`src/hsl_to_rgb_converter_core_assert.svh`:
```
// Assertion macros for the HSL to RGB converter core.
`ifndef HSL_TO_RGB_CONVERTER_CORE_ASSERT_SVH
`define HSL_TO_RGB_CONVERTER_CORE_ASSERT_SVH
`ifndef ASSERT_OFF
// Same-cycle implication
`define HSL2RGB_ASSERT_NOW(lbl, clk, rst, ante, cons) \
   lbl: assert property (@(posedge clk) disable iff (rst) (ante) |-> (cons)) \
      else $error("hsl2rgb: same-cycle check failed");
// Next-cycle implication
`define HSL2RGB_ASSERT_NEXT(lbl, clk, rst, ante, cons) \
   lbl: assert property (@(posedge clk) disable iff (rst) (ante) |=> (cons)) \
      else $error("hsl2rgb: next-cycle check failed");
`else
`define HSL2RGB_ASSERT_NOW(lbl, clk, rst, ante, cons)
`define HSL2RGB_ASSERT_NEXT(lbl, clk, rst, ante, cons)
`endif
`endif

```
`src/hsl2rgb_pkg.sv`:
```
// Shared constants and types of the HSL to RGB converter core.
package hsl2rgb_pkg;

   // Field widths and packing of the stream words
   localparam int HUE_W    = 18;
   localparam int FRAC_W   = 13;
   localparam int CHAN_W   = 8;
   localparam int HUE_LSB  = 0;
   localparam int SAT_LSB  = HUE_LSB + HUE_W;
   localparam int LIG_LSB  = SAT_LSB + FRAC_W;
   localparam int OPA_LSB  = LIG_LSB + FRAC_W;
   localparam int REQ_DATA_W = 64;
   localparam int RSP_DATA_W = 32;

   // Full-scale channel level
   localparam logic [CHAN_W-1:0] CHAN_MAX = 8'hFF;

   // Register stages from accepted input to output register
   localparam int STAGE_COUNT = 8;

   // Per-stage control from the stage controller
   typedef struct packed {
      logic [STAGE_COUNT-1:0] load;
      logic [STAGE_COUNT-1:0] valid;
   } pipe_ctl_type;

endpackage

```
`src/hsl2rgb_stage_ctrl.sv`:
```
// Valid/load control of the converter pipeline with bubble collapsing.
`include "hsl_to_rgb_converter_core_assert.svh"

module hsl2rgb_stage_ctrl (
   input  logic                      clock,
   input  logic                      reset,
   input  logic                      in_valid,
   output logic                      in_ready,
   input  logic                      out_ready,
   output hsl2rgb_pkg::pipe_ctl_type ctl
);

   localparam int LAST = hsl2rgb_pkg::STAGE_COUNT - 1;

   logic [LAST:0] valid_ff;
   logic [LAST:0] valid_in;
   logic [LAST:0] load;
   logic          in_acc;
   logic          out_acc;

   // A stage may load when empty or when the stage after it moves on
   always_comb begin
      load[LAST] = !valid_ff[LAST] || out_ready;
      for (int i = LAST - 1; i >= 0; i--) begin
         load[i] = !valid_ff[i] || load[i + 1];
      end
   end

   // Valid bits follow the data
   always_comb begin
      valid_in = valid_ff;
      for (int i = 0; i <= LAST; i++) begin
         if (load[i]) begin
            valid_in[i] = (i == 0) ? in_valid : valid_ff[(i == 0) ? 0 : i - 1];
         end
      end
   end

   always_ff @(posedge clock) begin
      if (reset) begin
         valid_ff <= '0;
      end else begin
         valid_ff <= valid_in;
      end
   end

   assign in_ready  = load[0];
   assign in_acc    = in_valid && load[0];
   assign out_acc   = valid_ff[LAST] && out_ready;
   assign ctl.load  = load;
   assign ctl.valid = valid_ff;

   // Input is refused only when every stage holds an item
   `HSL2RGB_ASSERT_NOW(a_full_when_blocked, clock, reset, !in_ready, &valid_ff)
   // A transfer in always lands in the first stage
   `HSL2RGB_ASSERT_NEXT(a_first_stage_fill, clock, reset, in_acc, valid_ff[0])
   // Occupancy moves only by transfers in and out
   `HSL2RGB_ASSERT_NEXT(a_occupancy, clock, reset, 1'b1, ($countones(valid_ff) == $past($countones(valid_ff)) + $past(32'(in_acc)) - $past(32'(out_acc))))

endmodule

```
`src/hsl2rgb_round.sv`:
```
// Final rounding of one channel: round(num * 255 / den), halves up, clamped to 0..255.
module hsl2rgb_round #(
   parameter int NUM_W = 45,
   parameter int SHIFT = 33
) (
   input  logic signed [NUM_W-1:0]                num,
   output logic [hsl2rgb_pkg::CHAN_W-1:0] level
);

   localparam int SC_W = NUM_W + 6;
   localparam logic signed [SC_W-1:0] HALF = SC_W'(1) <<< (SHIFT - 1);

   logic signed [SC_W-1:0] scaled;
   logic signed [SC_W-1:0] quot;

   // The scale 255/den reduces to 17 / 2^SHIFT, so no divider is needed
   always_comb begin
      scaled = (SC_W'(num) <<< 4) + SC_W'(num) + HALF;
      quot   = scaled >>> SHIFT;
      if (scaled[SC_W-1]) begin
         level = '0;
      end else if (quot > SC_W'(255)) begin
         level = hsl2rgb_pkg::CHAN_MAX;
      end else begin
         level = quot[hsl2rgb_pkg::CHAN_W-1:0];
      end
   end

endmodule

```
`src/hsl_to_rgb_converter_core.sv`:
```
// HSL to RGB converter core: eight register stages, one item per clock unless the output stalls.
// The input transfer loads the first stage; rsp_tvalid is the valid bit of the last stage.
// Each stage holds about one multiply or one short add chain.
// A stalled output holds its stage, and earlier stages keep filling until no bubble remains.
// Reset (synchronous, active high) clears only the stage valid bits; no memories to sweep.
`include "hsl_to_rgb_converter_core_assert.svh"

module hsl_to_rgb_converter_core #(
   parameter int FRACTION_BITS     = 12,
   parameter int HUE_FRACTION_BITS = 6
) (
   input  logic                                clock,
   input  logic                                reset,
   input  logic                                req_tvalid,
   output logic                                req_tready,
   // hue[17:0], saturation[30:18], lightness[43:31], opacity[56:44], zeros above
   input  logic [hsl2rgb_pkg::REQ_DATA_W-1:0]  req_tdata,
   output logic                                rsp_tvalid,
   input  logic                                rsp_tready,
   // red[7:0], green[15:8], blue[23:16], alpha_out[31:24]
   output logic [hsl2rgb_pkg::RSP_DATA_W-1:0]  rsp_tdata
);

   localparam int F      = FRACTION_BITS;
   localparam int H      = HUE_FRACTION_BITS;
   localparam int HUE_W  = hsl2rgb_pkg::HUE_W;
   localparam int FRAC_W = hsl2rgb_pkg::FRAC_W;
   localparam int CHAN_W = hsl2rgb_pkg::CHAN_W;

   // Hue geometry
   localparam int SEC_W   = 60 << H;
   localparam int PERIOD  = 6 * SEC_W;
   localparam int REM_W   = $clog2(PERIOD);
   localparam int RP_W    = REM_W + 1;
   localparam int WI_W    = H + 6;
   localparam int K       = HUE_W + REM_W;
   localparam int RECIP_W = HUE_W + 1;
   localparam int QW      = HUE_W + 1 - REM_W;
   localparam int PROD_W  = HUE_W + RECIP_W;
   localparam logic [RECIP_W-1:0] RECIP = RECIP_W'((64'd1 << K) / PERIOD);

   // Chroma and channel arithmetic
   localparam int ONE   = 1 << F;
   localparam int DEV_W = ((F > 14) ? F : 14) + 2;
   localparam int CN_W  = DEV_W + FRAC_W + 1;
   localparam int CO_W  = H + 8;
   localparam int PR_W  = CN_W + CO_W;
   localparam int LW_W  = FRAC_W + H + 6;
   localparam int BASE_W = LW_W + F + 1;
   localparam int NUM_W = ((PR_W > BASE_W) ? PR_W : BASE_W) + 1;
   localparam int SHIFT = 2 * F + H + 3;
   localparam int AL_W  = FRAC_W + 9;

   hsl2rgb_pkg::pipe_ctl_type ctl;

   // ---------------- stage 1: hue magnitude times reciprocal, chroma factor, alpha
   logic [HUE_W-1:0]        hue_raw;
   logic                    neg_in;
   logic [HUE_W-1:0]        mag_in;
   logic [FRAC_W-1:0]       sat_raw;
   logic [FRAC_W-1:0]       lig_raw;
   logic [FRAC_W-1:0]       opa_raw;
   logic [PROD_W-1:0]       hprod_in;
   logic signed [DEV_W-1:0] dev;
   logic signed [DEV_W-1:0] adev;
   logic signed [DEV_W-1:0] cf_in;
   logic [LW_W-1:0]         lw_in;
   logic [AL_W-1:0]         al_sum;
   logic [AL_W-1:0]         al_sh;
   logic [CHAN_W-1:0]       alpha_in;

   always_comb begin
      hue_raw  = req_tdata[hsl2rgb_pkg::HUE_LSB +: HUE_W];
      sat_raw  = req_tdata[hsl2rgb_pkg::SAT_LSB +: FRAC_W];
      lig_raw  = req_tdata[hsl2rgb_pkg::LIG_LSB +: FRAC_W];
      opa_raw  = req_tdata[hsl2rgb_pkg::OPA_LSB +: FRAC_W];
      neg_in   = hue_raw[HUE_W-1];
      mag_in   = neg_in ? (~hue_raw + 1'b1) : hue_raw;
      hprod_in = PROD_W'(mag_in) * PROD_W'(RECIP);
      dev      = DEV_W'({lig_raw, 1'b0}) - DEV_W'(ONE);
      adev     = dev[DEV_W-1] ? -dev : dev;
      cf_in    = DEV_W'(ONE) - adev;
      lw_in    = LW_W'(lig_raw) * LW_W'(SEC_W);
      al_sum   = AL_W'(opa_raw) * AL_W'(255) + AL_W'(ONE >> 1);
      al_sh    = al_sum >> F;
      alpha_in = (al_sh > AL_W'(255)) ? hsl2rgb_pkg::CHAN_MAX : al_sh[CHAN_W-1:0];
   end

   logic                    neg_s1_ff;
   logic [HUE_W-1:0]        mag_s1_ff;
   logic [PROD_W-1:0]       hprod_s1_ff;
   logic signed [DEV_W-1:0] cf_s1_ff;
   logic [FRAC_W-1:0]       sat_s1_ff;
   logic [LW_W-1:0]         lw_s1_ff;
   logic [CHAN_W-1:0]       alpha_s1_ff;

   always_ff @(posedge clock) begin
      if (ctl.load[0]) begin
         neg_s1_ff   <= neg_in;
         mag_s1_ff   <= mag_in;
         hprod_s1_ff <= hprod_in;
         cf_s1_ff    <= cf_in;
         sat_s1_ff   <= sat_raw;
         lw_s1_ff    <= lw_in;
         alpha_s1_ff <= alpha_in;
      end
   end

   // ---------------- stage 2: approximate remainder, chroma numerator
   logic [QW-1:0]          quo_est;
   logic [HUE_W-1:0]       quo_prod;
   logic [HUE_W-1:0]       rp_full;
   logic signed [CN_W-1:0] cn_in;

   always_comb begin
      quo_est  = hprod_s1_ff[K +: QW];
      quo_prod = HUE_W'(quo_est) * HUE_W'(PERIOD);
      rp_full  = mag_s1_ff - quo_prod;
      cn_in    = CN_W'(cf_s1_ff) * CN_W'(signed'({1'b0, sat_s1_ff}));
   end

   logic                   neg_s2_ff;
   logic [RP_W-1:0]        rp_s2_ff;
   logic signed [CN_W-1:0] cn_s2_ff;
   logic [LW_W-1:0]        lw_s2_ff;
   logic [CHAN_W-1:0]      alpha_s2_ff;

   always_ff @(posedge clock) begin
      if (ctl.load[1]) begin
         neg_s2_ff   <= neg_s1_ff;
         rp_s2_ff    <= rp_full[RP_W-1:0];
         cn_s2_ff    <= cn_in;
         lw_s2_ff    <= lw_s1_ff;
         alpha_s2_ff <= alpha_s1_ff;
      end
   end

   // ---------------- stage 3: remainder correction, sign handling
   logic [REM_W-1:0] rem_in;
   logic             nosect_in;

   always_comb begin
      if (rp_s2_ff >= RP_W'(PERIOD)) begin
         rem_in = REM_W'(rp_s2_ff - RP_W'(PERIOD));
      end else begin
         rem_in = REM_W'(rp_s2_ff);
      end
      // negative remainder lies in no sector
      nosect_in = neg_s2_ff && (rem_in != '0);
   end

   logic [REM_W-1:0]       rem_s3_ff;
   logic                   nosect_s3_ff;
   logic signed [CN_W-1:0] cn_s3_ff;
   logic [LW_W-1:0]        lw_s3_ff;
   logic [CHAN_W-1:0]      alpha_s3_ff;

   always_ff @(posedge clock) begin
      if (ctl.load[2]) begin
         rem_s3_ff    <= rem_in;
         nosect_s3_ff <= nosect_in;
         cn_s3_ff     <= cn_s2_ff;
         lw_s3_ff     <= lw_s2_ff;
         alpha_s3_ff  <= alpha_s2_ff;
      end
   end

   // ---------------- stage 4: sector and position within it
   logic [2:0]       sector_in;
   logic [REM_W-1:0] sec_base;
   logic [WI_W-1:0]  within_in;

   always_comb begin
      sector_in = '0;
      sec_base  = '0;
      for (int k = 1; k < 6; k++) begin
         if (rem_s3_ff >= REM_W'(k * SEC_W)) begin
            sector_in = 3'(k);
            sec_base  = REM_W'(k * SEC_W);
         end
      end
      within_in = WI_W'(rem_s3_ff - sec_base);
   end

   logic [2:0]             sector_s4_ff;
   logic [WI_W-1:0]        within_s4_ff;
   logic                   nosect_s4_ff;
   logic signed [CN_W-1:0] cn_s4_ff;
   logic [LW_W-1:0]        lw_s4_ff;
   logic [CHAN_W-1:0]      alpha_s4_ff;

   always_ff @(posedge clock) begin
      if (ctl.load[3]) begin
         sector_s4_ff <= sector_in;
         within_s4_ff <= within_in;
         nosect_s4_ff <= nosect_s3_ff;
         cn_s4_ff     <= cn_s3_ff;
         lw_s4_ff     <= lw_s3_ff;
         alpha_s4_ff  <= alpha_s3_ff;
      end
   end

   // ---------------- stage 5: per-channel coefficient (k - width)
   logic [WI_W-1:0]        tri_pos;
   logic signed [CO_W-1:0] c_full;
   logic signed [CO_W-1:0] c_none;
   logic signed [CO_W-1:0] c_part;
   logic signed [CO_W-1:0] coef_in [3];

   always_comb begin
      tri_pos = sector_s4_ff[0] ? (WI_W'(SEC_W) - within_s4_ff) : within_s4_ff;
      c_full  = CO_W'(SEC_W);
      c_none  = -c_full;
      c_part  = CO_W'({tri_pos, 1'b0}) - c_full;
      coef_in[0] = c_none;
      coef_in[1] = c_none;
      coef_in[2] = c_none;
      if (!nosect_s4_ff) begin
         case (sector_s4_ff)
            3'd0: begin
               coef_in[0] = c_full;
               coef_in[1] = c_part;
            end
            3'd1: begin
               coef_in[0] = c_part;
               coef_in[1] = c_full;
            end
            3'd2: begin
               coef_in[1] = c_full;
               coef_in[2] = c_part;
            end
            3'd3: begin
               coef_in[1] = c_part;
               coef_in[2] = c_full;
            end
            3'd4: begin
               coef_in[0] = c_part;
               coef_in[2] = c_full;
            end
            default: begin
               coef_in[0] = c_full;
               coef_in[2] = c_part;
            end
         endcase
      end
   end

   logic signed [CO_W-1:0] coef_s5_ff [3];
   logic                   nosect_s5_ff;
   logic signed [CN_W-1:0] cn_s5_ff;
   logic [LW_W-1:0]        lw_s5_ff;
   logic [CHAN_W-1:0]      alpha_s5_ff;

   always_ff @(posedge clock) begin
      if (ctl.load[4]) begin
         coef_s5_ff   <= coef_in;
         nosect_s5_ff <= nosect_s4_ff;
         cn_s5_ff     <= cn_s4_ff;
         lw_s5_ff     <= lw_s4_ff;
         alpha_s5_ff  <= alpha_s4_ff;
      end
   end

   // ---------------- stage 6: chroma times coefficient
   logic signed [PR_W-1:0] prod_in [3];

   always_comb begin
      for (int c = 0; c < 3; c++) begin
         prod_in[c] = PR_W'(cn_s5_ff) * PR_W'(coef_s5_ff[c]);
      end
   end

   logic signed [PR_W-1:0] prod_s6_ff [3];
   logic [LW_W-1:0]        lw_s6_ff;
   logic [CHAN_W-1:0]      alpha_s6_ff;

   always_ff @(posedge clock) begin
      if (ctl.load[5]) begin
         prod_s6_ff  <= prod_in;
         lw_s6_ff    <= lw_s5_ff;
         alpha_s6_ff <= alpha_s5_ff;
      end
   end

   // ---------------- stage 7: add the lightness term
   logic signed [NUM_W-1:0] light_term;
   logic signed [NUM_W-1:0] num_in [3];

   always_comb begin
      light_term = NUM_W'(lw_s6_ff) << (F + 1);
      for (int c = 0; c < 3; c++) begin
         num_in[c] = NUM_W'(prod_s6_ff[c]) + light_term;
      end
   end

   logic signed [NUM_W-1:0] num_s7_ff [3];
   logic [CHAN_W-1:0]       alpha_s7_ff;

   always_ff @(posedge clock) begin
      if (ctl.load[6]) begin
         num_s7_ff   <= num_in;
         alpha_s7_ff <= alpha_s6_ff;
      end
   end

   // ---------------- stage 8: rounding, clamping, output register
   logic [CHAN_W-1:0] level_in [3];

   for (genvar c = 0; c < 3; c++) begin : g_round
      hsl2rgb_round #(
         .NUM_W (NUM_W),
         .SHIFT (SHIFT)
      ) u_round (
         .num   (num_s7_ff[c]),
         .level (level_in[c])
      );
   end

   logic [CHAN_W-1:0] red_ff;
   logic [CHAN_W-1:0] green_ff;
   logic [CHAN_W-1:0] blue_ff;
   logic [CHAN_W-1:0] alpha_ff;

   always_ff @(posedge clock) begin
      if (ctl.load[7]) begin
         red_ff   <= level_in[0];
         green_ff <= level_in[1];
         blue_ff  <= level_in[2];
         alpha_ff <= alpha_s7_ff;
      end
   end

   // ---------------- handshake control
   hsl2rgb_stage_ctrl u_ctrl (
      .clock     (clock),
      .reset     (reset),
      .in_valid  (req_tvalid),
      .in_ready  (req_tready),
      .out_ready (rsp_tready),
      .ctl       (ctl)
   );

   assign rsp_tvalid = ctl.valid[hsl2rgb_pkg::STAGE_COUNT-1];
   assign rsp_tdata  = {alpha_ff, blue_ff, green_ff, red_ff};

   // Corrected remainder is always inside one turn
   `HSL2RGB_ASSERT_NOW(a_rem_range, clock, reset, ctl.valid[2], (rem_s3_ff < REM_W'(PERIOD)))
   // Sector and offset stay inside the six sectors
   `HSL2RGB_ASSERT_NOW(a_within_range, clock, reset, ctl.valid[3],
      ((within_s4_ff < WI_W'(SEC_W)) && (sector_s4_ff <= 3'd5)))
   // Off-sector hue sets every channel coefficient to minus the sector width
   `HSL2RGB_ASSERT_NOW(a_no_sector, clock, reset, (ctl.valid[4] && nosect_s5_ff),
      ((coef_s5_ff[0] == -CO_W'(SEC_W)) && (coef_s5_ff[1] == -CO_W'(SEC_W))
       && (coef_s5_ff[2] == -CO_W'(SEC_W))))

endmodule
```
`config.mk`:
```
export PLATFORM = sky130hd
export DESIGN_NAME = hsl_to_rgb_converter_core
export DESIGN_NICKNAME = d
export VERILOG_FILES = /design/src/hsl2rgb_pkg.sv /design/src/hsl2rgb_stage_ctrl.sv /design/src/hsl2rgb_round.sv /design/src/hsl_to_rgb_converter_core.sv
export VERILOG_INCLUDE_DIRS = /design/src /design/src/src
export SDC_FILE = /design/constraint.sdc
export NUM_CORES = 2
export LEC_CHECK = 0
export ABC_AREA = 1
export BUFFER_PORTS_ARGS = -buffer_cell sky130_fd_sc_hd__buf_4
export CORE_MARGIN = 1.5
export CORE_UTILIZATION = 30
export DETAILED_ROUTE_END_ITERATION = 16
export GPL_TIMING_DRIVEN = 0
export HOLD_SLACK_MARGIN = 0.08
export PLACE_DENSITY = 0.43
export SETUP_SLACK_MARGIN = 0.15
export SKIP_LAST_GASP = 1
export SYNTH_ARGS = -nofsm -noshare
export SYNTH_HDL_FRONTEND = slang
export SYNTH_SLANG_ARGS = --single-unit
export TNS_END_PERCENT = 100
```
`constraint.sdc`:
```
create_clock -name clock -period 35.5 [get_ports clock]
set_clock_uncertainty 0.1 [all_clocks]
set_input_delay 8.875 -clock clock [delete_from_list [all_inputs] [get_ports clock]]
set_output_delay 8.875 -clock clock [all_outputs]
set_load 0.02 [all_outputs]
```
==> impl_results.md <==
* Final GP Congestion at ~0.94
* # fillers at about 32k
* First-pass GRT wire length at about 450,000 microns
* Insertion delay to the later sink of the worst-skew pair at 0.76 ns
* Largest net degree at the start of global routing at 117
* Layout cell share with drive strength beyond 1 at ~3.2%
* Worst EP required at roughly 27 ns
* Vias per cell at roughly 4.6
* Setup tns final at 0 ns
* Synth async-reset ratio at 0%
* Max-slew headroom at roughly 6.6%
* Hold/Removal Path Class: register to register
* Remaining DRCs at 0
* Netlist cell types at between 60 and 70
* Clk buf depth at 3
* Initial Util at a little under a third
* Synth top area cells: fa_1 30%, edfxtp_1 22%, ha_1 12%
* Max cap viols at 0
* Hpwl dp at ~250,000 microns
* Status: complete, no violations
* Die width at 560.4 microns
* Root Buffer: clkbuf_16
* Die area at 314,100 sq um
* Die height at between 500 and 600 microns
* Grt total ovfl at 0
* R2R cell count at 21
* Mux cell area share after synthesis at 0%
* Cell Rows at 204
* Total GRT Usage at a little under a fifth
* # resized after CTS at 0
* Crit Path Class: input pin to primary output
* Largest family of logic cells by synthesized area: adder cells
* YS warnings at 0
* Worst Hold End: rp_s2_ff[1]
* Post-Synth Adder-Cell Area at 41.49%
* Hold_buf cts at 0
* Ys flop type: edfxtp_1
* Initial antenna violation count at 21
* DRT antenna net count at 0
* CP arrival at roughly 14 ns
* Max Fclk at approximately 0.044 GHz
* Number of synthesized flops with an enable pin at 697
* Wire length per cell at 19.58 microns
* Synth top area share at 29.53%
* CTS buffer count at 84
* Buffers on Ports at 93
* Htree depth at 3
* Post-layout util at approximately a third
* Sequential share of the synthesized area at about 23%
* Hold path cells at 0
* Synth Area in XOR/XNOR at approximately 3.3%
* TritonRoute pass-1 iters at 8
* Crit-path slowest cell: inv_2
* Compound-Gate Fraction of Synth Area at roughly 5%
* Avg Inst Size Synth at approximately 8.7 sq um
* Starting DRT DRC Count at around 4.6k
* Final net count at around 13k
* Clk sink count at between 700 and 800
* Via count at between 60k and 70k
* Final setup vio count at 0
* Post-synthesis cell count at 10.76k
* Hold Violations, Final at 0
* Tcrit/Tclk final at 63.41%
* Core area at 309,100 sq um
* Max FO, Critical Path at between 50 and 60
* Pins Over Slew Limit at 0
* Most used cell along the critical path: nor2_1
* HP Start: mag_s1_ff[1]
* R2r setup slk at around 27 ns
* CP peak stage delay at about 0.9 ns
* FF+latch count, synth at 705
* Post-Syn Area at ~93,000 sq um
* Vias in the first global route at 72.74k
* Worst Hold Margin at around 0.26 ns
* CP Capture Type: primary output
* Post-synth top area cell: fa_1
* Simple-gate share of the synthesized area at between 10% and 20%
* Startpoint Class: input pin
* Routed wire length at ~300,000 microns
* Clock transition at path regs at 0.06 ns
* Critical Path, Cell by Cell: buf_4 > nor2_1 > inv_2 > nor2_1 > inv_6 > nor2_2 > inv_8 > nor2_1 > inv_4 > nor2_1 > inv_4 > buf_16 > nor2_1 > inv_4 > nor2_2 > nand2_4 > buf_16 > buf_4
* CTS tree: done
* Area Growth Syn to Fin at 9.536%
* RSZ-0062 raised after global routing: no
* Worst-Margin Slew at roughly 1.4 ns
* WP buf/inv at 10
* Top delay family on crit path: buffers and inverters
* Ports at between 100 and 150
* Post-CTS setup buffers at 0
* Worst reg2reg path startpoint: cn_s5_ff[7]
* R2R Path End: prod_s6_ff[79]
* Final Critical Period at ~23 ns
worst reg2reg max path: cells and delay by family, from the launching register on:
family / cells / cell delay [ns]
xor+xnor: 1 / 0.60
flops: 1 / 0.50
buf+inv: 5 / 1.79
compound gates: 6 / 1.37
fa+ha+maj: 7 / 3.19
simple gates: 2 / 0.43
kinds of logic (layout without fill, tap and decap cells):
family | count (synthesis) | in the layout
and+or+nand+nor | 3582 | 3582
buffers and inverters | 3040 | 3291
adders and majority gates | 2266 | 2266
AOI/OAI and AO/OA | 816 | 816
DFF | 705 | 705
xor gates and xnor gates | 349 | 349
other | 1 | 5
area by class of cell:
cell class                 count  area (sq um)  share of cell area, %
multi-input combinational   7015         60720                  59.47
sequential                   705         21090                  20.65
inverter                    2776         10440                  10.23
tap                         4120          5155                  5.048
clock buffer                  99          2158                  2.114
buffer                       264         999.7                 0.9791
timing repair buffer         100         890.9                 0.8724
clock inverter                52         644.4                 0.6311
antenna                        3         7.507               0.007352
cells in the mapped netlist, types with 8 or more instances:
| master | n |
|---|---|
| xnor2_1 | 139 |
| buf_1 | 74 |
| o21bai_1 | 43 |
| inv_2 | 18 |
| a31oi_1 | 58 |
| nor2_2 | 39 |
| nand3_1 | 192 |
| o211ai_1 | 12 |
| o221ai_1 | 10 |
| nor4_1 | 24 |
| xor2_1 | 210 |
| ha_1 | 891 |
| o21a_1 | 12 |
| fa_1 | 1375 |
| inv_1 | 2754 |
| edfxtp_1 | 697 |
| a21o_1 | 30 |
| nand2_1 | 2654 |
| o21ai_1 | 25 |
| a21boi_0 | 9 |
| nor3_1 | 52 |
| nor2_4 | 8 |
| nor2_1 | 486 |
| o21ai_0 | 159 |
| a21oi_2 | 9 |
| dfxtp_1 | 8 |
| nand2_2 | 24 |
| nand4_1 | 70 |
| clkbuf_1 | 188 |
| a21oi_1 | 413 |
worst max-delay path by stage:
stage                    start         end  slack, ns  cells past startpoint
floorplan           rsp_tready  req_tready       8.95                     14
global placement    rsp_tready  req_tready       3.44                     16
detailed placement  rsp_tready  req_tready      12.57                     18
CTS                 rsp_tready  req_tready      12.59                     18
global route        rsp_tready  req_tready      12.43                     18
finish              rsp_tready  req_tready      12.99                     18
routing by layer:
| layer | vias up | global-route usage [%] | wire length (microns) |
|---|---|---|---|
| li1 | 32830 | - | - |
| met1 | 34420 | 25.70 | 135100 |
| met2 | 1617 | 31.60 | 138100 |
| met3 | 369 | 1.912 | 12910 |
| met4 | 10 | 5.940 | 10150 |
| met5 | - | 0 | 57 |
through the flow:
step	area [sq um]	std cells	worst slack, ns
after detailed placement	99300	14980	12.57
final	102100	15130	12.99
after global routing	102100	15130	12.43
after CTS	102100	15130	12.59
after global placement	99080	14970	3.440
after floorplan	93220	10760	8.952
cells in the final DEF (no fill, tap or decap), types with 9 or more instances in the layout:
cell,count
clkinv_2,13
buf_1,74
a21oi_1,413
a21boi_0,9
nand2_1,2653
nor2_2,39
o211ai_1,12
o21a_1,12
nor3_1,52
clkbuf_1,203
nor4_1,24
clkinv_1,17
xor2_1,210
nor2_1,486
o21ai_1,25
o221ai_1,10
inv_1,2753
fa_1,1375
a21o_1,30
inv_2,13
nand4_1,70
nand2_2,24
edfxtp_1,697
clkbuf_16,84
ha_1,891
a21oi_2,9
xnor2_1,139
a31oi_1,58
nand3_1,192
o21bai_1,43
o21ai_0,159
buf_4,93
sequential cells by signal, indices dropped and copies added, names as in the netlist, 29 cells and up:
register and flops:
num_s7_ff 129, prod_s6_ff 126, coef_s5_ff 39, cn_s2_ff 29, cn_s3_ff 29, cn_s4_ff 29
cn_s5_ff 29
Power is not shown: default switching activity piles up to over one toggle a cycle in this logic, so the estimate is an artifact.
